**config.mk**
```make
export PLATFORM = sky130hd
export DESIGN_NAME = sd_card_spi_host_sequencer_unit_flat
export DESIGN_NICKNAME = d
export VERILOG_FILES = /design/src/design/sdspi_pkg.sv /design/src/design/sdspi_if.sv /design/src/design/sdspi_front.sv /design/src/design/sdspi_back.sv /design/src/design/sd_card_spi_host_sequencer_unit.sv /design/src/flat_wrapper.sv
export SDC_FILE = /design/constraint.sdc
export NUM_CORES = 1
export LEC_CHECK = 0
export BUFFER_PORTS_ARGS = -buffer_cell sky130_fd_sc_hd__clkbuf_2
export CAP_MARGIN = 25
export CELL_PAD_IN_SITES_DETAIL_PLACEMENT = 1
export CELL_PAD_IN_SITES_GLOBAL_PLACEMENT = 1
export CORE_UTILIZATION = 40
export CTS_BUF_LIST = sky130_fd_sc_hd__clkbuf_16
export CTS_CLUSTER_SIZE = 40
export DETAILED_ROUTE_END_ITERATION = 10
export PLACE_DENSITY_LB_ADDON = 0.1
export RECOVER_POWER = 50
export SLEW_MARGIN = 25
export SYNTH_ARGS = -nofsm -noshare
export SYNTH_HDL_FRONTEND = slang
export SYNTH_SLANG_ARGS = --single-unit
```
**constraint.sdc**
```tcl
create_clock -name clk -period 11.9 [get_ports clk]
set_clock_uncertainty 0.2 [all_clocks]
set_input_delay 1.785 -clock clk [delete_from_list [all_inputs] [get_ports clk]]
set_output_delay 1.785 -clock clk [all_outputs]
set_load 0.01 [all_outputs]
```
**src/design/sdspi_pkg.sv**
```systemverilog
`timescale 1ns / 1ps
package sdspi_pkg;
	localparam int unsigned BLOCK_BYTES = 512;

	typedef enum logic [2:0] {
		CMD_INIT = 3'd0, CMD_READ = 3'd1, CMD_WSTART = 3'd2, CMD_WBYTE = 3'd3,
		CMD_WFINISH = 3'd4, CMD_RX = 3'd5, CMD_TICK = 3'd6, CMD_NONE = 3'd7
	} cmd_t;

	typedef enum logic [3:0] {
		PH_IDLE, PH_CMD, PH_CLK, PH_OCR8, PH_OCR58, PH_TICK, PH_INIT_END,
		PH_TOKEN, PH_DATA, PH_OK_END, PH_ERR_END, PH_WS_TOKEN, PH_WB,
		PH_WF_PAD, PH_WF_RESP, PH_WF_BUSY
	} phase_t;

	typedef enum logic [2:0] {
		K_CMD0, K_CMD8, K_PROBE, K_LOOP, K_CMD58, K_CMD16, K_CMD17, K_CMD24
	} ret_t;

	localparam logic [3:0] KIND_MMC   = 4'h1;
	localparam logic [3:0] KIND_SD1   = 4'h2;
	localparam logic [3:0] KIND_SD2   = 4'h4;
	localparam logic [3:0] KIND_BLOCK = 4'h8;

	localparam logic [7:0] OP_RESET    = 8'h40;
	localparam logic [7:0] OP_MMC_INIT = 8'h41;
	localparam logic [7:0] OP_IFCOND   = 8'h48;
	localparam logic [7:0] OP_BLKLEN   = 8'h50;
	localparam logic [7:0] OP_READ     = 8'h51;
	localparam logic [7:0] OP_WRITE    = 8'h58;
	localparam logic [7:0] OP_APP      = 8'h77;
	localparam logic [7:0] OP_OCR      = 8'h7A;
	localparam logic [7:0] OP_SD_INIT  = 8'hE9;

	localparam logic [1:0] REG_POLL  = 2'd0;
	localparam logic [1:0] REG_RETRY = 2'd1;
	localparam logic [1:0] REG_TOKEN = 2'd2;

	localparam logic [1:0] ST_OK    = 2'd0;
	localparam logic [1:0] ST_ERR   = 2'd1;
	localparam logic [1:0] ST_NOINIT = 2'd2;

	typedef struct packed {
		cmd_t        command;
		logic [31:0] sector;
		logic [8:0]  byte_offset;
		logic [9:0]  byte_count;
		logic [7:0]  data_byte;
		logic [7:0]  rx_byte;
	} in_item_t;

	// classified item: front computes range check up front
	typedef struct packed {
		cmd_t        command;
		logic [31:0] sector;
		logic [8:0]  byte_offset;
		logic [9:0]  byte_count;
		logic [7:0]  data_byte;
		logic [7:0]  rx_byte;
		logic        range_bad;
	} cls_item_t;

	typedef struct packed {
		logic       tx_valid;
		logic [7:0] tx_byte;
		logic       chip_selected;
		logic       read_valid;
		logic [7:0] read_byte;
		logic       wait_tick;
		logic       done_res;
		logic [1:0] status;
		logic [3:0] card_kind;
	} out_item_t;
endpackage

```
**src/design/sdspi_if.sv**
```systemverilog
`timescale 1ns / 1ps
interface sdspi_in_if;
	logic                 valid;
	logic                 ready;
	sdspi_pkg::in_item_t  payload;
	modport source (output valid, output payload, input ready);
	modport sink (input valid, input payload, output ready);
endinterface

interface sdspi_out_if;
	logic                 valid;
	logic                 ready;
	sdspi_pkg::out_item_t payload;
	modport source (output valid, output payload, input ready);
	modport sink (input valid, input payload, output ready);
endinterface

```
**src/design/sdspi_front.sv**
```systemverilog
`timescale 1ns / 1ps
module sdspi_front (
	input  logic                   clk,
	input  logic                   arst_n,
	input  logic                   in_valid,
	output logic                   in_ready,
	input  sdspi_pkg::in_item_t    in_item,
	output logic                   q_valid,
	input  logic                   q_ready,
	output sdspi_pkg::cls_item_t   q_item
);
	import sdspi_pkg::*;

	// two-entry queue
	cls_item_t  mem_q [2];
	logic       wp_q, rp_q;
	logic [1:0] cnt_q;
	cls_item_t  cls;
	logic       push, pop;

	always_comb begin
		cls.command     = in_item.command;
		cls.sector      = in_item.sector;
		cls.byte_offset = in_item.byte_offset;
		cls.byte_count  = in_item.byte_count;
		cls.data_byte   = in_item.data_byte;
		cls.rx_byte     = in_item.rx_byte;
		cls.range_bad   = ({2'b0, in_item.byte_offset} + {1'b0, in_item.byte_count})
			> 11'(BLOCK_BYTES);
	end

	assign in_ready = (cnt_q != 2'd2);
	assign push     = in_valid && in_ready;
	assign q_valid  = (cnt_q != 2'd0);
	assign pop      = q_valid && q_ready;
	assign q_item   = mem_q[rp_q];

	always_ff @(posedge clk) begin
		if (push) mem_q[wp_q] <= cls;
	end

	always_ff @(posedge clk or negedge arst_n) begin
		if (!arst_n) begin
			wp_q <= 1'b0;
			rp_q <= 1'b0;
			cnt_q <= 2'd0;
		end else begin
			if (push) wp_q <= ~wp_q;
			if (pop) rp_q <= ~rp_q;
			cnt_q <= cnt_q + {1'b0, push} - {1'b0, pop};
		end
	end
endmodule

```
**src/design/sdspi_back.sv**
```systemverilog
`timescale 1ns / 1ps
module sdspi_back (
	input  logic                 clk,
	input  logic                 arst_n,
	input  logic                 cfg_we,
	input  logic [1:0]           cfg_idx,
	input  logic [15:0]          cfg_data,
	input  logic                 q_valid,
	output logic                 q_ready,
	input  sdspi_pkg::cls_item_t q_item,
	output logic                 out_valid,
	input  logic                 out_ready,
	output sdspi_pkg::out_item_t out_item
);
	import sdspi_pkg::*;

	logic [7:0]  poll_lim_q;
	logic [15:0] retry_lim_q, token_lim_q;

	phase_t      phase_q, phase_d;
	logic [3:0]  sub_q, sub_d;
	logic [9:0]  bc_q, bc_d;
	logic [15:0] poll_q, poll_d, retry_q, retry_d;
	logic [3:0]  ctype_q, ctype_d, ikind_q, ikind_d;
	logic [7:0]  pcmd_q, pcmd_d, wire_q, wire_d;
	logic [31:0] parg_q, parg_d;
	logic [9:0]  wrem_q, wrem_d;
	logic [1:0]  ocr_q, ocr_d;
	ret_t        ret_q, ret_d;
	logic [8:0]  rdf_q, rdf_d;
	logic [9:0]  rdc_q, rdc_d;
	logic        pfx_q, pfx_d, cs_q, cs_d;

	out_item_t   r;
	out_item_t   obuf_q;
	logic        ovalid_q;
	logic        step;

	assign q_ready  = !ovalid_q || out_ready;
	assign step     = q_valid && q_ready;
	assign out_valid = ovalid_q;
	assign out_item = obuf_q;

	function automatic logic [7:0] cmd_byte(input logic [3:0] st, input logic [7:0] wc,
		input logic [31:0] a);
		logic [7:0] b;
		case (st)
			4'd2: b = wc;
			4'd3: b = a[31:24];
			4'd4: b = a[23:16];
			4'd5: b = a[15:8];
			4'd6: b = a[7:0];
			default: b = (wc == OP_RESET) ? 8'h95 : (wc == OP_IFCOND) ? 8'h87 : 8'h01;
		endcase
		return b;
	endfunction

	always_comb begin
		logic [7:0]  rx;
		logic        do_done, do_init_fin, do_err, do_loop, do_raw;
		logic [7:0]  cs_op;
		logic [31:0] cs_arg;
		ret_t        cs_k;
		logic        do_cmd;
		logic [31:0] addr;
		logic [15:0] pdec;
		logic [9:0]  bcn;
		logic [10:0] rd_end;
		logic [7:0]  resp;

		phase_d = phase_q; sub_d = sub_q; bc_d = bc_q; poll_d = poll_q;
		retry_d = retry_q; ctype_d = ctype_q; ikind_d = ikind_q; pcmd_d = pcmd_q;
		wire_d = wire_q; parg_d = parg_q; wrem_d = wrem_q; ocr_d = ocr_q;
		ret_d = ret_q; rdf_d = rdf_q; rdc_d = rdc_q; pfx_d = pfx_q; cs_d = cs_q;
		r = '0;
		rx = q_item.rx_byte;
		do_done = 1'b0; do_init_fin = 1'b0; do_err = 1'b0; do_loop = 1'b0;
		do_raw = 1'b0; do_cmd = 1'b0;
		cs_op = 8'h00; cs_arg = 32'h0; cs_k = K_CMD0;
		resp = rx;
		pdec = 16'h0; bcn = 10'h0;
		rd_end = {2'b0, rdf_q} + {1'b0, rdc_q};
		addr = ctype_q[3] ? q_item.sector : {q_item.sector[22:0], 9'b0};

		if (phase_q == PH_IDLE && q_item.command <= CMD_WFINISH) begin
			case (q_item.command)
				CMD_INIT: begin
					ikind_d = '0; cs_d = 1'b0; bc_d = 10'd10; phase_d = PH_CLK;
					r.tx_valid = 1'b1; r.tx_byte = 8'hFF;
				end
				CMD_READ: begin
					if (q_item.range_bad) begin
						r.done_res = 1'b1; r.status = ST_ERR; phase_d = PH_IDLE;
					end else begin
						rdf_d = q_item.byte_offset; rdc_d = q_item.byte_count;
						do_cmd = 1'b1; cs_op = OP_READ; cs_arg = addr; cs_k = K_CMD17;
					end
				end
				CMD_WSTART: begin
					do_cmd = 1'b1; cs_op = OP_WRITE; cs_arg = addr; cs_k = K_CMD24;
				end
				CMD_WBYTE: begin
					if (wrem_q == 10'd0) begin
						r.done_res = 1'b1; r.status = ST_OK;
					end else begin
						wrem_d = wrem_q - 10'd1; phase_d = PH_WB;
						r.tx_valid = 1'b1; r.tx_byte = q_item.data_byte;
					end
				end
				default: begin
					bc_d = wrem_q + 10'd2; wrem_d = '0; phase_d = PH_WF_PAD;
					r.tx_valid = 1'b1; r.tx_byte = 8'hFF;
				end
			endcase
		end else if (q_item.command == CMD_RX && phase_q != PH_IDLE && phase_q != PH_TICK) begin
			case (phase_q)
				PH_CMD: begin
					if (sub_q == 4'd0) begin
						cs_d = 1'b1; sub_d = 4'd1; r.tx_valid = 1'b1; r.tx_byte = 8'hFF;
					end else if (sub_q < 4'd7) begin
						sub_d = sub_q + 4'd1; r.tx_valid = 1'b1;
						r.tx_byte = cmd_byte(sub_q + 4'd1, wire_q, pfx_q ? 32'h0 : parg_q);
					end else if (sub_q == 4'd7) begin
						sub_d = 4'd8; poll_d = {8'h0, poll_lim_q};
						r.tx_valid = 1'b1; r.tx_byte = 8'hFF;
					end else begin
						pdec = {8'h0, poll_q[7:0] - 8'd1};
						if (rx[7]) poll_d = pdec;
						if (rx[7] && pdec != 16'h0) begin
							r.tx_valid = 1'b1; r.tx_byte = 8'hFF;
						end else if (pfx_q) begin
							pfx_d = 1'b0;
							if (rx > 8'd1) do_done = 1'b1;
							else begin
								wire_d = {1'b0, pcmd_q[6:0]};
								do_raw = 1'b1;
							end
						end else do_done = 1'b1;
					end
				end
				PH_CLK: begin
					bc_d = bc_q - 10'd1;
					if (bc_q - 10'd1 != 10'd0) begin
						r.tx_valid = 1'b1; r.tx_byte = 8'hFF;
					end else begin
						do_cmd = 1'b1; cs_op = OP_RESET; cs_arg = '0; cs_k = K_CMD0;
					end
				end
				PH_OCR8: begin
					if (bc_q == 10'd2 && rx == 8'h01) ocr_d[0] = 1'b1;
					if (bc_q == 10'd3 && rx == 8'hAA) ocr_d[1] = 1'b1;
					bc_d = bc_q + 10'd1;
					if (bc_q + 10'd1 < 10'd4) begin
						r.tx_valid = 1'b1; r.tx_byte = 8'hFF;
					end else if (ocr_d == 2'd3) begin
						retry_d = retry_lim_q; do_loop = 1'b1;
					end else do_init_fin = 1'b1;
				end
				PH_OCR58: begin
					if (bc_q == 10'd0) ocr_d = {1'b0, rx[6]};
					bc_d = bc_q + 10'd1;
					if (bc_q + 10'd1 < 10'd4) begin
						r.tx_valid = 1'b1; r.tx_byte = 8'hFF;
					end else begin
						ikind_d = KIND_SD2 | (ocr_d[0] ? KIND_BLOCK : 4'h0);
						do_init_fin = 1'b1;
					end
				end
				PH_INIT_END: begin
					r.done_res = 1'b1; r.status = (ctype_q != 4'h0) ? ST_OK : ST_NOINIT;
					phase_d = PH_IDLE;
				end
				PH_TOKEN: begin
					pdec = poll_q - 16'd1;
					if (rx == 8'hFF) poll_d = pdec;
					if (rx == 8'hFF && pdec != 16'h0) begin
						r.tx_valid = 1'b1; r.tx_byte = 8'hFF;
					end else if (rx != 8'hFE) do_err = 1'b1;
					else begin
						phase_d = PH_DATA; bc_d = '0; r.tx_valid = 1'b1; r.tx_byte = 8'hFF;
					end
				end
				PH_DATA: begin
					if ({1'b0, bc_q} >= {2'b0, rdf_q} && {1'b0, bc_q} < rd_end) begin
						r.read_valid = 1'b1; r.read_byte = rx;
					end
					bcn = bc_q + 10'd1;
					bc_d = bcn;
					if ({1'b0, bcn} >= 11'(BLOCK_BYTES + 2)) begin
						cs_d = 1'b0; phase_d = PH_OK_END;
					end
					r.tx_valid = 1'b1; r.tx_byte = 8'hFF;
				end
				PH_OK_END, PH_WS_TOKEN, PH_WB: begin
					r.done_res = 1'b1; r.status = ST_OK; phase_d = PH_IDLE;
				end
				PH_ERR_END: begin
					r.done_res = 1'b1; r.status = ST_ERR; phase_d = PH_IDLE;
				end
				PH_WF_PAD: begin
					bc_d = bc_q - 10'd1;
					if (bc_q - 10'd1 == 10'd0) phase_d = PH_WF_RESP;
					r.tx_valid = 1'b1; r.tx_byte = 8'hFF;
				end
				PH_WF_RESP: begin
					if (rx[4:0] != 5'h05) do_err = 1'b1;
					else begin
						phase_d = PH_WF_BUSY; r.tx_valid = 1'b1; r.tx_byte = 8'hFF;
					end
				end
				PH_WF_BUSY: begin
					if (rx != 8'h00) begin
						cs_d = 1'b0; phase_d = PH_OK_END;
					end
					r.tx_valid = 1'b1; r.tx_byte = 8'hFF;
				end
				default: ;
			endcase
		end else if (q_item.command == CMD_TICK && phase_q == PH_TICK) begin
			retry_d = retry_q - 16'd1;
			do_loop = 1'b1;
		end

		// command completion dispatch
		if (do_done) begin
			case (ret_q)
				K_CMD0: begin
					if (resp == 8'd1) begin
						do_cmd = 1'b1; cs_op = OP_IFCOND; cs_arg = 32'h1AA; cs_k = K_CMD8;
					end else do_init_fin = 1'b1;
				end
				K_CMD8: begin
					if (resp == 8'd1) begin
						phase_d = PH_OCR8; bc_d = '0; ocr_d = '0;
						r.tx_valid = 1'b1; r.tx_byte = 8'hFF;
					end else begin
						do_cmd = 1'b1; cs_op = OP_SD_INIT; cs_arg = '0; cs_k = K_PROBE;
					end
				end
				K_PROBE: begin
					ikind_d = (resp <= 8'd1) ? KIND_SD1 : KIND_MMC;
					retry_d = retry_lim_q; do_loop = 1'b1;
				end
				K_LOOP: begin
					if (resp != 8'd0) begin
						phase_d = PH_TICK; r.wait_tick = 1'b1;
					end else if (ikind_q == 4'h0) begin
						do_cmd = 1'b1; cs_op = OP_OCR; cs_arg = '0; cs_k = K_CMD58;
					end else begin
						do_cmd = 1'b1; cs_op = OP_BLKLEN; cs_arg = 32'(BLOCK_BYTES);
						cs_k = K_CMD16;
					end
				end
				K_CMD58: begin
					if (resp == 8'd0) begin
						phase_d = PH_OCR58; bc_d = '0; ocr_d = '0;
						r.tx_valid = 1'b1; r.tx_byte = 8'hFF;
					end else do_init_fin = 1'b1;
				end
				K_CMD16: begin
					if (resp != 8'd0) ikind_d = '0;
					do_init_fin = 1'b1;
				end
				K_CMD17: begin
					if (resp != 8'd0) do_err = 1'b1;
					else begin
						phase_d = PH_TOKEN; poll_d = token_lim_q;
						r.tx_valid = 1'b1; r.tx_byte = 8'hFF;
					end
				end
				default: begin
					if (resp != 8'd0) do_err = 1'b1;
					else begin
						wrem_d = 10'(BLOCK_BYTES); phase_d = PH_WS_TOKEN;
						r.tx_valid = 1'b1; r.tx_byte = 8'hFE;
					end
				end
			endcase
		end

		// init retry loop (ikind_d already holds the kind after probe)
		if (do_loop) begin
			if (retry_d == 16'h0) begin
				ikind_d = '0; do_init_fin = 1'b1;
			end else begin
				do_cmd = 1'b1; cs_k = K_LOOP;
				if (ikind_d == 4'h0) begin
					cs_op = OP_SD_INIT; cs_arg = 32'h4000_0000;
				end else if (ikind_d == KIND_SD1) begin
					cs_op = OP_SD_INIT; cs_arg = '0;
				end else begin
					cs_op = OP_MMC_INIT; cs_arg = '0;
				end
			end
		end

		if (do_cmd) begin
			pcmd_d = cs_op; parg_d = cs_arg; ret_d = cs_k; phase_d = PH_CMD;
			pfx_d = cs_op[7];
			wire_d = cs_op[7] ? OP_APP : cs_op;
			do_raw = 1'b1;
		end
		if (do_raw) begin
			sub_d = 4'd0; cs_d = 1'b0; r.tx_valid = 1'b1; r.tx_byte = 8'hFF;
		end
		if (do_init_fin) begin
			ctype_d = ikind_d; cs_d = 1'b0; phase_d = PH_INIT_END;
			r.tx_valid = 1'b1; r.tx_byte = 8'hFF;
		end
		if (do_err) begin
			cs_d = 1'b0; phase_d = PH_ERR_END; r.tx_valid = 1'b1; r.tx_byte = 8'hFF;
		end
		r.chip_selected = cs_d;
		r.card_kind = ctype_d;
	end

	always_ff @(posedge clk) begin
		if (step) obuf_q <= r;
	end

	always_ff @(posedge clk or negedge arst_n) begin
		if (!arst_n) begin
			poll_lim_q <= 8'd10; retry_lim_q <= 16'd10000; token_lim_q <= 16'd40000;
			phase_q <= PH_IDLE; sub_q <= '0; bc_q <= '0; poll_q <= '0; retry_q <= '0;
			ctype_q <= '0; ikind_q <= '0; pcmd_q <= '0; wire_q <= '0; parg_q <= '0;
			wrem_q <= '0; ocr_q <= '0; ret_q <= K_CMD0; rdf_q <= '0; rdc_q <= '0;
			pfx_q <= 1'b0; cs_q <= 1'b0; ovalid_q <= 1'b0;
		end else begin
			if (cfg_we) begin
				case (cfg_idx)
					REG_POLL:  poll_lim_q <= cfg_data[7:0];
					REG_RETRY: retry_lim_q <= cfg_data;
					REG_TOKEN: token_lim_q <= cfg_data;
					default: ;
				endcase
			end
			if (step) begin
				phase_q <= phase_d; sub_q <= sub_d; bc_q <= bc_d; poll_q <= poll_d;
				retry_q <= retry_d; ctype_q <= ctype_d; ikind_q <= ikind_d;
				pcmd_q <= pcmd_d; wire_q <= wire_d; parg_q <= parg_d; wrem_q <= wrem_d;
				ocr_q <= ocr_d; ret_q <= ret_d; rdf_q <= rdf_d; rdc_q <= rdc_d;
				pfx_q <= pfx_d; cs_q <= cs_d;
				ovalid_q <= 1'b1;
			end else if (out_ready) begin
				ovalid_q <= 1'b0;
			end
		end
	end
endmodule

```
**src/design/sd_card_spi_host_sequencer_unit.sv**
```systemverilog
`timescale 1ns / 1ps
// SD card SPI-mode host sequencer.
// Input channel (in): host requests (init, read, write start/byte/finish),
// SPI receive bytes and 100 us delay ticks, one transaction per item.
// Output channel (out): exactly one result transaction per input item: the
// next SPI byte to exchange, chip select level, read data, tick request,
// done and status, and the detected card kind.
// Config port: cfg_we/cfg_idx/cfg_data; 0 poll limit, 1 init retries,
// 2 token wait limit. Write only while idle.
// Path: an item enters a 2-entry queue, is executed by the sequencer, and
// its result is registered in the output register: the queue entry and the
// output register lie between the accepting edge and out.valid. Throughput
// is one item per cycle while out.ready stays high.
// Stall: when out.ready is low the output register holds; the queue keeps
// taking up to two more items, then in.ready drops.
// Reset: asynchronous; card deselected, no card known, limits at defaults.
module sd_card_spi_host_sequencer_unit (
	input  logic       clk,
	input  logic       arst_n,
	input  logic       cfg_we,
	input  logic [1:0] cfg_idx,
	input  logic [15:0] cfg_data,
	sdspi_in_if.sink   in,
	sdspi_out_if.source out
);
	import sdspi_pkg::*;

	logic      q_valid, q_ready;
	cls_item_t q_item;

	sdspi_front u_front (
		.clk(clk), .arst_n(arst_n),
		.in_valid(in.valid), .in_ready(in.ready), .in_item(in.payload),
		.q_valid(q_valid), .q_ready(q_ready), .q_item(q_item)
	);

	sdspi_back u_back (
		.clk(clk), .arst_n(arst_n),
		.cfg_we(cfg_we), .cfg_idx(cfg_idx), .cfg_data(cfg_data),
		.q_valid(q_valid), .q_ready(q_ready), .q_item(q_item),
		.out_valid(out.valid), .out_ready(out.ready), .out_item(out.payload)
	);
endmodule

```
**src/flat_wrapper.sv**
```systemverilog
// flat-port wrapper written by rule: the top's interface ports become plain ports
module sd_card_spi_host_sequencer_unit_flat import sdspi_pkg::*;
  (clk, arst_n, cfg_we, cfg_idx, cfg_data, in_valid, in_payload, in_ready, out_valid, out_payload, out_ready);
  sdspi_in_if in_i ();
  sdspi_out_if out_i ();
  input  logic clk;
  input  logic arst_n;
  input  logic cfg_we;
  input  logic [1:0] cfg_idx;
  input  logic [15:0] cfg_data;
  input wire logic [$bits(in_i.valid)-1:0] in_valid;
  input wire logic [$bits(in_i.payload)-1:0] in_payload;
  output wire logic [$bits(in_i.ready)-1:0] in_ready;
  output wire logic [$bits(out_i.valid)-1:0] out_valid;
  output wire logic [$bits(out_i.payload)-1:0] out_payload;
  input wire logic [$bits(out_i.ready)-1:0] out_ready;
  assign in_i.valid = in_valid;
  assign in_i.payload = in_payload;
  assign in_ready = in_i.ready;
  assign out_valid = out_i.valid;
  assign out_payload = out_i.payload;
  assign out_i.ready = out_ready;
  sd_card_spi_host_sequencer_unit u_core (.clk(clk), .arst_n(arst_n), .cfg_we(cfg_we), .cfg_idx(cfg_idx), .cfg_data(cfg_data), .in(in_i), .out(out_i));
endmodule
```
# [Yosys cells after proc, flatten, opt, wreduce, memory -nomap -nowiden]
# Memory sizes are Yosys's and may differ from the RTL's.
# Index checks and enable logic that the tools add are counted.
[totals] elab_cells=442 out_inout_bits=29 reg_bits=213 mem_count=1 ram_bits=142 in_bits=93
[memory_table] memory="u_core.u_front.mem_q" words=2 width=71 rd=1 rd_clocked_by_memory_dff=0 write_ports=1 line="sdspi_front.sv:15" text="cls_item_t mem_q [2];"
[classes] n_reduce_logical=64 muxes=263 magnitude_cmp=9 addsub=12 bitwise=6 n_eq_ne=54
[op_table] cell="2-to-1 mux 32 bit" n=10
[op_table] cell="2-to-1 mux 16 bit" n=18
[op_table] cell="2-to-1 mux 8 bit" n=21
[op_table] cell="2-to-1 mux 9 bit" n=18
[op_table] cell="2-to-1 mux 4 bit" n=37
[op_table] cell="2-to-1 mux 10 bit" n=13
[op_table] cell="one-hot mux 32 bit (3 select lines)" n=1
[op_table] cell="2-to-1 mux 1 bit" n=87
[op_table] cell="one-hot mux 32 bit (2 select lines)" n=1
[op_table] cell="one-hot mux 10 bit (2 select lines)" n=3
[op_table] cell="one-hot mux 9 bit (6 select lines)" n=1
[op_table] cell="one-hot mux 8 bit (5 select lines)" n=1
[op_table] cell="2-to-1 mux 3 bit" n=12
[op_table] cell="one-hot mux 9 bit (4 select lines)" n=1
[op_table] cell="2-to-1 mux 7 bit" n=5
[op_table] cell="== test 4 x 3 -> 1 bit, second input constant" n=8
[op_table] cell="== test 4 bit, second input constant" n=8
[op_table] cell="one-hot mux 16 bit (2 select lines)" n=1
[op_table] cell="subtractor 16 x 1 -> 16 bit, second input constant" n=2
[op_table] cell="2-to-1 mux 31 bit" n=1
[op_table] cell="logical NOT 10 bit" n=3
[op_table] cell="one-hot mux 10 bit (3 select lines)" n=1
[op_table] cell="one-hot mux 4 bit (6 select lines)" n=1
[op_table] cell="one-hot mux 8 bit (3 select lines)" n=1
[op_table] cell="70 further kinds" n=153

# [Longest topological paths before layout]
# Gate-level depths: netlist (run 1).
# An unclocked memory read counts as a cell.
[logic_depth] depth_word=22 mapped_depth=16 depth_no_buf=14

# [Cells and area by module]
# A second synthesis (run 1) with hierarchy kept.
[hier_totals] hier_cells=1880 hier_area_um2=19856.5
[modules_own_cells] module="sdspi_back" seq_area_each_um2=5305.1 area_per_inst_um2=14148.6 n_inst=1 cells_per_inst=1587
[modules_own_cells] module="sdspi_front" seq_area_each_um2=4364.2 area_per_inst_um2=5708.0 n_inst=1 cells_per_inst=293

# [Worst setup path before layout (run 1)]
# OpenSTA, ideal clock, no wires.
[synth_path] path_kind="in2reg" startpoint="in in_valid" endpoint="mem u_core.u_front.mem_q[0][0] (netlist name) (enable)" stages=2 slack_ns=6.354 arrival_time_ns=4.846 setup_time_ns=0.501 t_required_ns=11.199 n_path_buf=0 cell_sequence="nand2_1 > nor2_1"
[synth_via] elab_chain_len=3
[synth_lines] item="start, declared" line="flat_wrapper.sv:11" text="input wire logic [$bits(in_i.valid)-1:0] in_valid;"
[synth_lines] item="logical AND 1 bit" line="sdspi_front.sv:33" text="assign push = in_valid && in_ready;"
[synth_lines] item="2-to-1 mux 1 bit" line="sdspi_front.sv:39" text="if (push) mem_q[wp_q] <= cls;"
[synth_lines] item="2-to-1 mux 1 bit (not written as such)" line="sdspi_front.sv:39"
[synth_lines] item="end, declared" line="sdspi_front.sv:15"
# No other way between the ends.

==> impl_metrics.yaml, run 1 <==
cts:
  cts_buffers: 42
  tritoncts: "done"
  clockBufferDepth: 3
  ctsResizeCount: 0
  cts.sinks: 352
  path_clk_slew_ns: 0.06
  htree_levels: 2
  hold_buffers: 0
  clockRootBuffer: "clkbuf_16"
  clkLatencyLatePin_ns: 0.60
  post_cts_buffers: 0
route:
  vias: 15793
  wl_um: 62300
  via_per_inst: 5.87
  drt-initial-drc-count: 1183
  dr.pass1.iters: 6
  antenna_left: 0
  wl_per_cell_um: 23.2
  drc: 0
placement:
  place.detailed.hpwl_um: 45000
  io_buffers: 121
  place_congestion: 0.941
timing:
  max_slew_margin_pct: -138
  whs_ns: 0.269
  worst_pin_slew_ns: 3.57
  hold_viol: 0
  setup_tns_ns: 0
  setup_viol: 0
  fmax_ghz: 0.146
  period_share_pct: 57.4
  slew_viol_final: 217
  rsz0062_at_grt: "false"
  period_minus_slack_ns: 6.84
setup_path:
  critPathLaunch: "arst_n"
  r2r-start: "u_core.u_front.rp_q"
  cp_data_arrival_time_ns: 7.23
  worst-path-max-fanout: 83
  worstSetupEndpointType: "async pin"
  start_kind: "primary input"
  critPathRequiredTime_ns: 12.30
  path_class: "in2async"
worst_hold_path:
  hp-start: "u_core.u_back.pcmd_q[6]"
  hold_class: "reg2reg"
power_and_ir_drop:
  ir_drop_mv: 0.151
  powerDensity_mw_per_mm2: 236
  leakage_nw: 8.72
logic_synthesis:
  synth.ff_latch_count: 352
  yosysMostFrequentCell: "dfrtp_1"
  yosys_warnings: 0
  synth-main-ff-cell: "dfrtp_1"
  synth_edf_count: 169
  synth_top_cell_by_area: "edfxtp_1"
  synthArstFlopShare_pct: 52.0
  ys_top_cells_by_area: "edfxtp_1 (26%), dfrtp_1 (22%), o21ai_0 (3.9%)"
  synthesis.instances: 1903
  syn_nets: 2054
  syn_area_mm2: 0.0197
  synth.top_cell.area_share_pct: 25.7
  yosysUniqueCellTypes: 96
  synthTopCellsByCount: "dfrtp_1 (171), edfxtp_1 (169), o21ai_0 (154)"
  synth_seq_area_share_pct: 49.0
  postSynthAreaPerCell_um2: 10.4
layout:
  multi_input_area_mm2: 0.00936
  n_antenna_cell: 0
  drive_gt1_share_pct: 13.7
  syn_to_final_growth_pct: 13.2
  fillers: 5455
  regArea_mm2: 0.00967
  nets: 2144
status:
  violations: "capacitance limit, slew limit"
  status: "finished with violations"
grt:
  grt_max_degree: 84
  first_global_vias: 16582
  antenna_found_initial: 0
  overflow: 0
  grt_pass1_wl_um: 97200
  grt.total_usage_pct: 25.0
die:
  rows: 81
  ios: 122
  core_area_mm2: 0.0488
  die_height_um: 224
  die_area_mm2: 0.0502
  fp.dieW_um: 224
  initial_utilization_pct: 40.4
run:
  drv_cap: 6
[per-stage QoR]
step	instances	utilization [%]	area (µm²)	setup WS, ns	power, mW
after floorplan	1903	-	19700	6.35	3.27
after global placement	2610	43.0	21000	6.27	3.91
after detailed placement	2611	43.0	21000	6.09	3.96
after CTS	2688	46.0	22500	6.06	5.32
after global routing	2690	45.7	22300	4.16	5.58
final	2690	45.7	22300	5.06	5.28
[routing by layer]
layer	part of all wire [%]	wire, µm	GRT usage [%]	up-vias
li1	-	-	-	7296
met1	47	29600	35.2	7956
met2	45	27900	39.1	431
met3	4.5	2790	3.36	110
met4	3.2	2020	9.46	0
met5	0	0	0	-
[layout by cell type, fill, tap and decap left out, drive strengths merged, types with 8 or more instances in the layout]
| master | instances |
|---|---|
| nor2 | 147 |
| ha | 56 |
| o211ai | 17 |
| mux2 | 65 |
| o21ai | 164 |
| o31ai | 18 |
| a221o | 11 |
| or3 | 15 |
| nor2b | 20 |
| dfstp | 12 |
| a22oi | 25 |
| inv | 92 |
| a21oi | 123 |
| a211oi | 24 |
| mux2i | 42 |
| o21bai | 8 |
| edfxtp | 169 |
| clkbuf | 168 |
| mux4 | 19 |
| a2bb2oi | 9 |
| nand2 | 142 |
| nand4 | 18 |
| o221ai | 15 |
| nor3b | 9 |
| a31oi | 10 |
| xnor2 | 36 |
| o22ai | 15 |
| dfrtp | 171 |
| nor3 | 48 |
| nand2b | 26 |
| nand3 | 48 |
| and3 | 11 |
| o21a | 8 |
| clkinv | 15 |
| or4 | 11 |
| a21o | 30 |
| and2 | 21 |
| nor4 | 29 |
| xor2 | 11 |
| buf | 25 |
[final cells by class]
type / instances / area share, %
multi-input combinational: 1364 / 41.9
sequential: 352 / 43.3
timing repair buffer: 150 / 3.24
tap: 664 / 3.72
clock inverter: 34 / 1.60
clock buffer: 43 / 4.82
inverter: 83 / 1.40
[flip-flops by register name (all words and copies together) (netlist names), 6 cells and up]
register	cells
u_core.u_back.wrem_q	10
u_core.u_front.mem_q	142
u_core.u_back.token_lim_q	16
u_core.u_back.retry_q	16
u_core.u_back.retry_lim_q	16
u_core.u_back.bc_q	10
u_core.u_back.rdf_q	9
u_core.u_back.wire_q	7
u_core.u_back.poll_lim_q	8
u_core.u_back.parg_q	32
u_core.u_back.out_item	27
u_core.u_back.pcmd_q	6
u_core.u_back.rdc_q	10
u_core.u_back.poll_q	16
[logic make-up after synthesis]
group                    count (synthesis)  synth area share [%]
AO/OA/AOI/OAI                          555                  18.6
XOR/XNOR                                47                  2.09
adder cells (fa/ha/maj)                 58                  3.75
buffers and inverters                  187                  3.72
flip-flops                             352                  49.0
multiplexers                           126                  8.14
AND/OR/NAND/NOR                        578                  14.7
[power by group]
group | total (mW) | switching [mW] | internal [mW]
combinational | 1.99 | 1.25 | 0.744
sequential | 1.95 | 0.309 | 1.64
clock | 1.33 | 0.535 | 0.793
[worst paths after layout]
path / slack, ns / end / cells past startpoint
max in group clk: 6.01 / u_core.u_back.parg_q[4] / 12
hold reg to reg: 0.27 / u_core.u_back.pcmd_q[6] / 1
min in group asynchronous: 1.89 / u_core.u_back.wrem_q[7] / 1
hold / removal: 0.27 / u_core.u_back.pcmd_q[6] / 1
setup / recovery: 5.06 / u_core.u_back.ikind_q[1] / 3
setup reg to reg: 6.01 / u_core.u_back.parg_q[4] / 12
[critical path: stages]
cell and delay, ns:
clkbuf_1 1.88, clkbuf_1 2.62, buf_6 0.79
No activity file was read; power rests on OpenSTA's default activity.
==> run 2, diff against run 1 <==
==> constraint.sdc (replaced) <==
create_clock -name clk -period 5.9 [get_ports clk]
set_clock_uncertainty 0.2 [all_clocks]
set_input_delay 0.885 -clock clk [delete_from_list [all_inputs] [get_ports clk]]
set_output_delay 0.885 -clock clk [all_outputs]
set_load 0.01 [all_outputs]
==> run 2 against run 1 <==
- the run still ends with capacitance limit, slew limit left
- sequential power is 100% higher
- total power rose by 100%
- non-clock buffer count is 13 higher
- combinational power up 110%
- clock-buffer cell count unchanged
- worst setup slack lost 4.7 ns
- largest cell class unchanged
- critical path depth is 8 higher
- routed wire length increased by 1.3%
- critical endpoint is now u_core.u_back.ctype_q[1]
==> impl_metrics.yaml, run 2 (synthesis gave the netlist of run 1 again) <==
setup_path:
  worst-path-max-fanout: 31
  worstSetupEndpointType: "flip-flop"
  worstPathCellList: "mux2i_1 > nand2_1 > o31a_1 > nor4_2 > a21oi_1 > a221oi_2 > o211ai_1 > or4b_4 > nor3b_1 > o21ai_0 > o2bb2ai_1"
  start_kind: "flip-flop"
  r2r-start: "u_core.u_front.rp_q"
  cp_data_arrival_time_ns: 5.78
  cp_slowest_cell: "nor4_2"
  critPathLaunch: "u_core.u_front.rp_q"
  critPathRequiredTime_ns: 6.14
  critPathTopFamily: "simple AND/OR/NAND/NOR gates"
  critPathBufInv: 0
  critPathMaxStageDelay_ns: 0.87
  path_class: "reg2reg"
die:
  core_area_mm2: 0.0488
  initial_utilization_pct: 40.4
  ios: 122
  rows: 81
  die_height_um: 224
  fp.dieW_um: 224
  die_area_mm2: 0.0502
route:
  wl_um: 63100
  vias: 15949
  drc: 0
  antenna_left: 0
  via_per_inst: 5.90
  drt-initial-drc-count: 1003
  dr.pass1.iters: 5
  wl_per_cell_um: 23.3
timing:
  worst_pin_slew_ns: 2.73
  max_slew_margin_pct: -82.0
  rsz0062_at_grt: "false"
  whs_ns: 0.289
  hold_viol: 0
  setup_viol: 0
  period_share_pct: 93.9
  setup_tns_ns: 0
  fmax_ghz: 0.180
  slew_viol_final: 229
  period_minus_slack_ns: 5.54
layout:
  fillers: 5465
  drive_gt1_share_pct: 14.4
  syn_to_final_growth_pct: 13.8
  n_antenna_cell: 0
  top_register: "u_core.u_front.mem_q"
  largest_reg_flops: 142
  final_common_cell: "dfrtp_1"
  final_cell_mix: "dfrtp_1 (170), edfxtp_1 (169), o21ai_0 (153)"
  nets: 2157
cts:
  path_clk_slew_ns: 0.06
  clockBufferDepth: 3
  htree_levels: 2
  post_cts_buffers: 0
  cts_buffers: 42
  clockRootBuffer: "clkbuf_16"
  cts.sinks: 352
  hold_buffers: 0
  clkLatencyLatePin_ns: 0.58
  ctsResizeCount: 0
  tritoncts: "done"
grt:
  grt_max_degree: 142
  grt_util_met1_pct: 35.2
  antenna_found_initial: 0
  first_global_vias: 16657
  grt_use_met2_pct: 41.3
  grt.total_usage_pct: 25.5
  overflow: 0
  met3_usage_pct: 3.73
  busiest_layer: "met2"
  grt_pass1_wl_um: 98600
worst_hold_path:
  hold_class: "in2reg"
  hp-start: "in_payload[62]"
placement:
  io_buffers: 121
  place_congestion: 0.877
  place.detailed.hpwl_um: 45500
run:
  drv_cap: 4
status:
  status: "finished with violations"
  violations: "capacitance limit, slew limit"
power_and_ir_drop:
  powerDensity_mw_per_mm2: 476
  leakage_nw: 8.79
  ir_drop_mv: 0.303
==> run 2: cell count changes in the layout (fill, tap and decap cells not counted), moves of 2 or more <==
cell,before,now
clkinv_1,5,9
buf_4,23,40
clkbuf_2,53,55
clkbuf_1,72,66
clkinv_2,9,6
==> run 2: final timing paths <==
kind | endpoint | slack (ns) | depth (start not counted)
min | u_core.u_front.mem_q[1][63] | 0.29 | 1
min reg2reg | u_core.u_back.pcmd_q[6] | 0.30 | 1
max | u_core.u_back.ctype_q[1] | 0.36 | 11
max reg2reg | u_core.u_back.ctype_q[1] | 0.36 | 11
min in group asynchronous | u_core.u_back.wrem_q[4] | 0.99 | 1
max in group asynchronous | u_core.u_back.parg_q[14] | 1.23 | 2
==> run 2: power breakdown <==
| group | switching, mW | total [mW] | internal, mW |
|---|---|---|---|
| Combinational | 2.57 | 4.12 | 1.56 |
| Sequential | 0.619 | 3.93 | 3.31 |
| Clock | 1.09 | 2.64 | 1.55 |
| Total | 4.27 | 10.7 | 6.42 |
==> run 2: worst register-to-register path: stages, from the launching register on <==
cell and delay, ns:
dfrtp_4 0.62, mux2i_1 0.48, nand2_1 0.32, o31a_1 0.34, nor4_2 0.87, a21oi_1 0.38
a221oi_2 0.35, o211ai_1 0.13, or4b_4 0.55, nor3b_1 0.60, o21ai_0 0.34, o2bb2ai_1 0.22
==> run 2: area by class of cell <==
class	instances	area (µm²)	area share (%)
Timing Repair Buffer	163	851	3.79
Inverter	83	313	1.39
Sequential cell	352	9670	43.1
Tap cell	664	831	3.70
Multi-Input combinational cell	1364	9380	41.8
Clock buffer	43	1080	4.79
Clock inverter	35	332	1.48
==> run 2: stage by stage <==
| stage | setup slack, ns | area, µm² | total power [mW] | utilization (%) | cells |
|---|---|---|---|---|---|
| finish | 0.358 | 22500 | 10.7 | 46.0 | 2704 |
| global route | 0.139 | 22500 | 11.3 | 46.0 | 2704 |
| CTS | 0.373 | 22500 | 10.7 | 46.1 | 2703 |
| detailed placement | 0.422 | 21100 | 8.06 | 43.3 | 2625 |
| global placement | 0.427 | 21100 | 7.95 | 43.3 | 2625 |
| floorplan | 1.25 | 19700 | 6.60 | - | 1903 |
==> run 2: routing by layer <==
| layer | wire (µm) | part of all wire, % |
|---|---|---|
| met5 | 0 | 0 |
| met4 | 1610 | 2.6 |
| met3 | 2930 | 4.6 |
| met2 | 29400 | 47 |
| met1 | 29100 | 46 |
==> run 3, diff against run 2 <==
--- a/config.mk
+++ b/config.mk
@@ -5,6 +5,7 @@
 export SDC_FILE = /design/constraint.sdc
 export NUM_CORES = 1
 export LEC_CHECK = 0
+export ABC_AREA = 1
 export BUFFER_PORTS_ARGS = -buffer_cell sky130_fd_sc_hd__clkbuf_2
 export CAP_MARGIN = 25
 export CELL_PAD_IN_SITES_DETAIL_PLACEMENT = 1
==> run 3 against run 2 <==
- the flow still finishes with violations (capacitance limit, slew limit)
- clock-buffer cell count is 1 higher
- utilization fell by 0.20 points
- via count increased by 12%
- non-clock buffer count fell by 22
- largest cell class unchanged
==> impl_metrics.yaml, run 3 <==
cts:
  post_cts_buffers: 0
  path_clk_slew_ns: 0.06
  tritoncts: "done"
  clockRootBuffer: "clkbuf_16"
  clockBufferDepth: 3
  cts_buffers: 43
  ctsResizeCount: 0
  hold_buffers: 0
  cts.sinks: 352
  clkLatencyLatePin_ns: 0.59
  htree_levels: 2
logic_synthesis:
  yosysUniqueCellTypes: 60
  synthesis.instances: 2447
  synthArstFlopShare_pct: 52.0
  synthSimpleGateAreaFrac_pct: 22.8
  yosys_warnings: 0
  synthTopCellsByCount: "nand2_1 (572), inv_1 (297), nor2_1 (225)"
  synth_adder_area_share_pct: 3.68
  syn_area_mm2: 0.0201
  synth.top_cell.area_share_pct: 25.2
  ys_top_cells_by_area: "edfxtp_1 (25%), dfrtp_1 (21%), nand2_1 (11%)"
  syn_nets: 2598
  synth_edf_count: 169
  synth.ff_latch_count: 352
  synth-xor-area-share_pct: 2.35
  synth_seq_area_share_pct: 48.1
  muxShareOfSynthArea_pct: 1.44
  synth_compound_area_share_pct: 13.8
  yosysMostFrequentCell: "nand2_1"
  synth-main-ff-cell: "dfrtp_1"
  postSynthAreaPerCell_um2: 8.22
  synth_top_cell_by_area: "edfxtp_1"
  synth_top_family_by_area: "simple AND/OR/NAND/NOR gates"
die:
  core_area_mm2: 0.0493
  ios: 122
  rows: 81
  die_height_um: 226
  initial_utilization_pct: 40.8
  fp.dieW_um: 226
  die_area_mm2: 0.0512
route:
  drt-initial-drc-count: 1229
  wl_per_cell_um: 20.7
  vias: 17820
  wl_um: 67400
  antenna_left: 0
  via_per_inst: 5.48
  dr.pass1.iters: 6
  drc: 0
grt:
  busiest_layer: "met2"
  antenna_found_initial: 0
  grt_util_met1_pct: 35.9
  first_global_vias: 18696
  grt_use_met2_pct: 44.5
  overflow: 0
  met3_usage_pct: 3.32
  grt_pass1_wl_um: 106000
  grt.total_usage_pct: 26.8
  grt_max_degree: 112
setup_path:
  worst-path-max-fanout: 67
  reg2reg_depth: 20
  path_class: "reg2reg"
  worstSetupEndpointType: "flip-flop"
  cp_slowest_cell: "clkinv_2"
  reg2reg_slack_ns: 0.44
  critPathRequiredTime_ns: 6.16
  critPathMaxStageDelay_ns: 0.73
  worstPathCellList: "inv_1 > ha_1 > xnor2_1 > nand3_1 > nor2_1 > nand3_1 > nand2_1 > nand4_4 > nor2_4 > inv_2 > or2_2 > nand2_1 > nand2_2 > nor2_4 > nand3_2 > nand2_4 > nand2_4 > nand2_2 > clkinv_2 > or2_1"
  cp_data_arrival_time_ns: 5.72
  r2r_end: "u_core.u_back.pcmd_q[6]"
  start_kind: "flip-flop"
  r2r-start: "u_core.u_back.poll_q[0]"
layout:
  largest_reg_flops: 142
  final_util_pct: 45.8
  syn_to_final_growth_pct: 12.1
  final_cell_mix: "nand2_1 (571), inv_1 (312), nor2_1 (224), o21ai_0 (224), dfrtp_1 (170)"
  multi_input_area_mm2: 0.00886
  n_antenna_cell: 0
  top_register: "u_core.u_front.mem_q"
  nets: 2703
  regArea_mm2: 0.00967
  fillers: 6024
  final_common_cell: "nand2_1"
  drive_gt1_share_pct: 8.58
worst_hold_path:
  hold_class: "in2async"
timing:
  slew_viol_final: 154
  max_slew_margin_pct: -97.3
  setup_tns_ns: 0
  period_share_pct: 92.6
  setup_viol: 0
  rsz0062_at_grt: "false"
  period_minus_slack_ns: 5.46
  hold_viol: 0
  worst_pin_slew_ns: 2.96
  fmax_ghz: 0.183
power_and_ir_drop:
  ir_drop_mv: 0.294
  leakage_nw: 10.1
  powerDensity_mw_per_mm2: 492
placement:
  io_buffers: 121
  place_congestion: 0.937
  place.detailed.hpwl_um: 49500
status:
  status: "finished with violations"
  violations: "capacitance limit, slew limit"
run:
  drv_cap: 2
==> run 3: logic make-up after synthesis <==
family / after synthesis
and+or+nand+nor: 1070
xor gates and xnor gates: 54
muxes: 29
AOI/OAI and AO/OA: 490
DFF: 352
adders and majority gates: 58
buffers and inverters: 394
==> run 3: final cells by class <==
type,instances,share of cell area (%)
clock inverter,35,0.960
clock buffer,44,4.88
multi-input combinational,1701,39.3
inverter,313,5.23
timing repair buffer,141,3.02
sequential,352,42.9
tap,664,3.68
==> run 3: worst max-delay path: cells and delay by family, from the launching register on <==
kind | cells | cell delay (ns)
AND/OR/NAND/NOR | 15 | 2.99
buffers and inverters | 3 | 1.10
flip-flops | 1 | 0.40
adder cells (fa/ha/maj) | 1 | 0.30
XOR/XNOR | 1 | 0.28
==> run 3: worst max-delay path by stage <==
stage	startpoint	endpoint	slack, ns
3_3_place_gp	u_core.u_back.bc_q[1]	u_core.u_back.parg_q[3]	0.98
6_report	u_core.u_back.poll_q[0]	u_core.u_back.pcmd_q[6]	0.44
2_1_floorplan	in_valid	u_core.u_front.mem_q[1][0]	1.23
3_5_place_dp	u_core.u_back.poll_q[0]	u_core.u_back.parg_q[11]	0.78
4_1_cts	u_core.u_back.poll_q[0]	u_core.u_back.parg_q[1]	0.75
5_1_grt	u_core.u_back.poll_q[0]	u_core.u_back.pcmd_q[6]	0.008
==> run 3: power by group <==
part           switching (mW)  internal, mW
sequential              0.556          3.38
combinational            3.25          1.41
clock                    1.10          1.40
total                    4.91          6.19
==> run 3: metal layers <==
metal	vias to the layer above	share of wire, %
met5	-	0
met2	400	48
met4	0	2.8
met1	8905	45
met3	109	4.1
li1	8406	-
==> run 3: through the flow <==
step / hold slack, ns / std cells / instance area, µm² / setup slack [ns] / power (mW)
after floorplan: 0.234 / 2447 / 20100 / 1.23 / 7.02
after global placement: 0.266 / 3171 / 21300 / 0.983 / 8.49
after detailed placement: 0.274 / 3171 / 21300 / 0.780 / 8.65
after CTS: 0.136 / 3250 / 22700 / 0.748 / 11.2
after global routing: 0.154 / 3250 / 22500 / 0.00838 / 11.9
final: 0.112 / 3250 / 22500 / 0.438 / 11.1
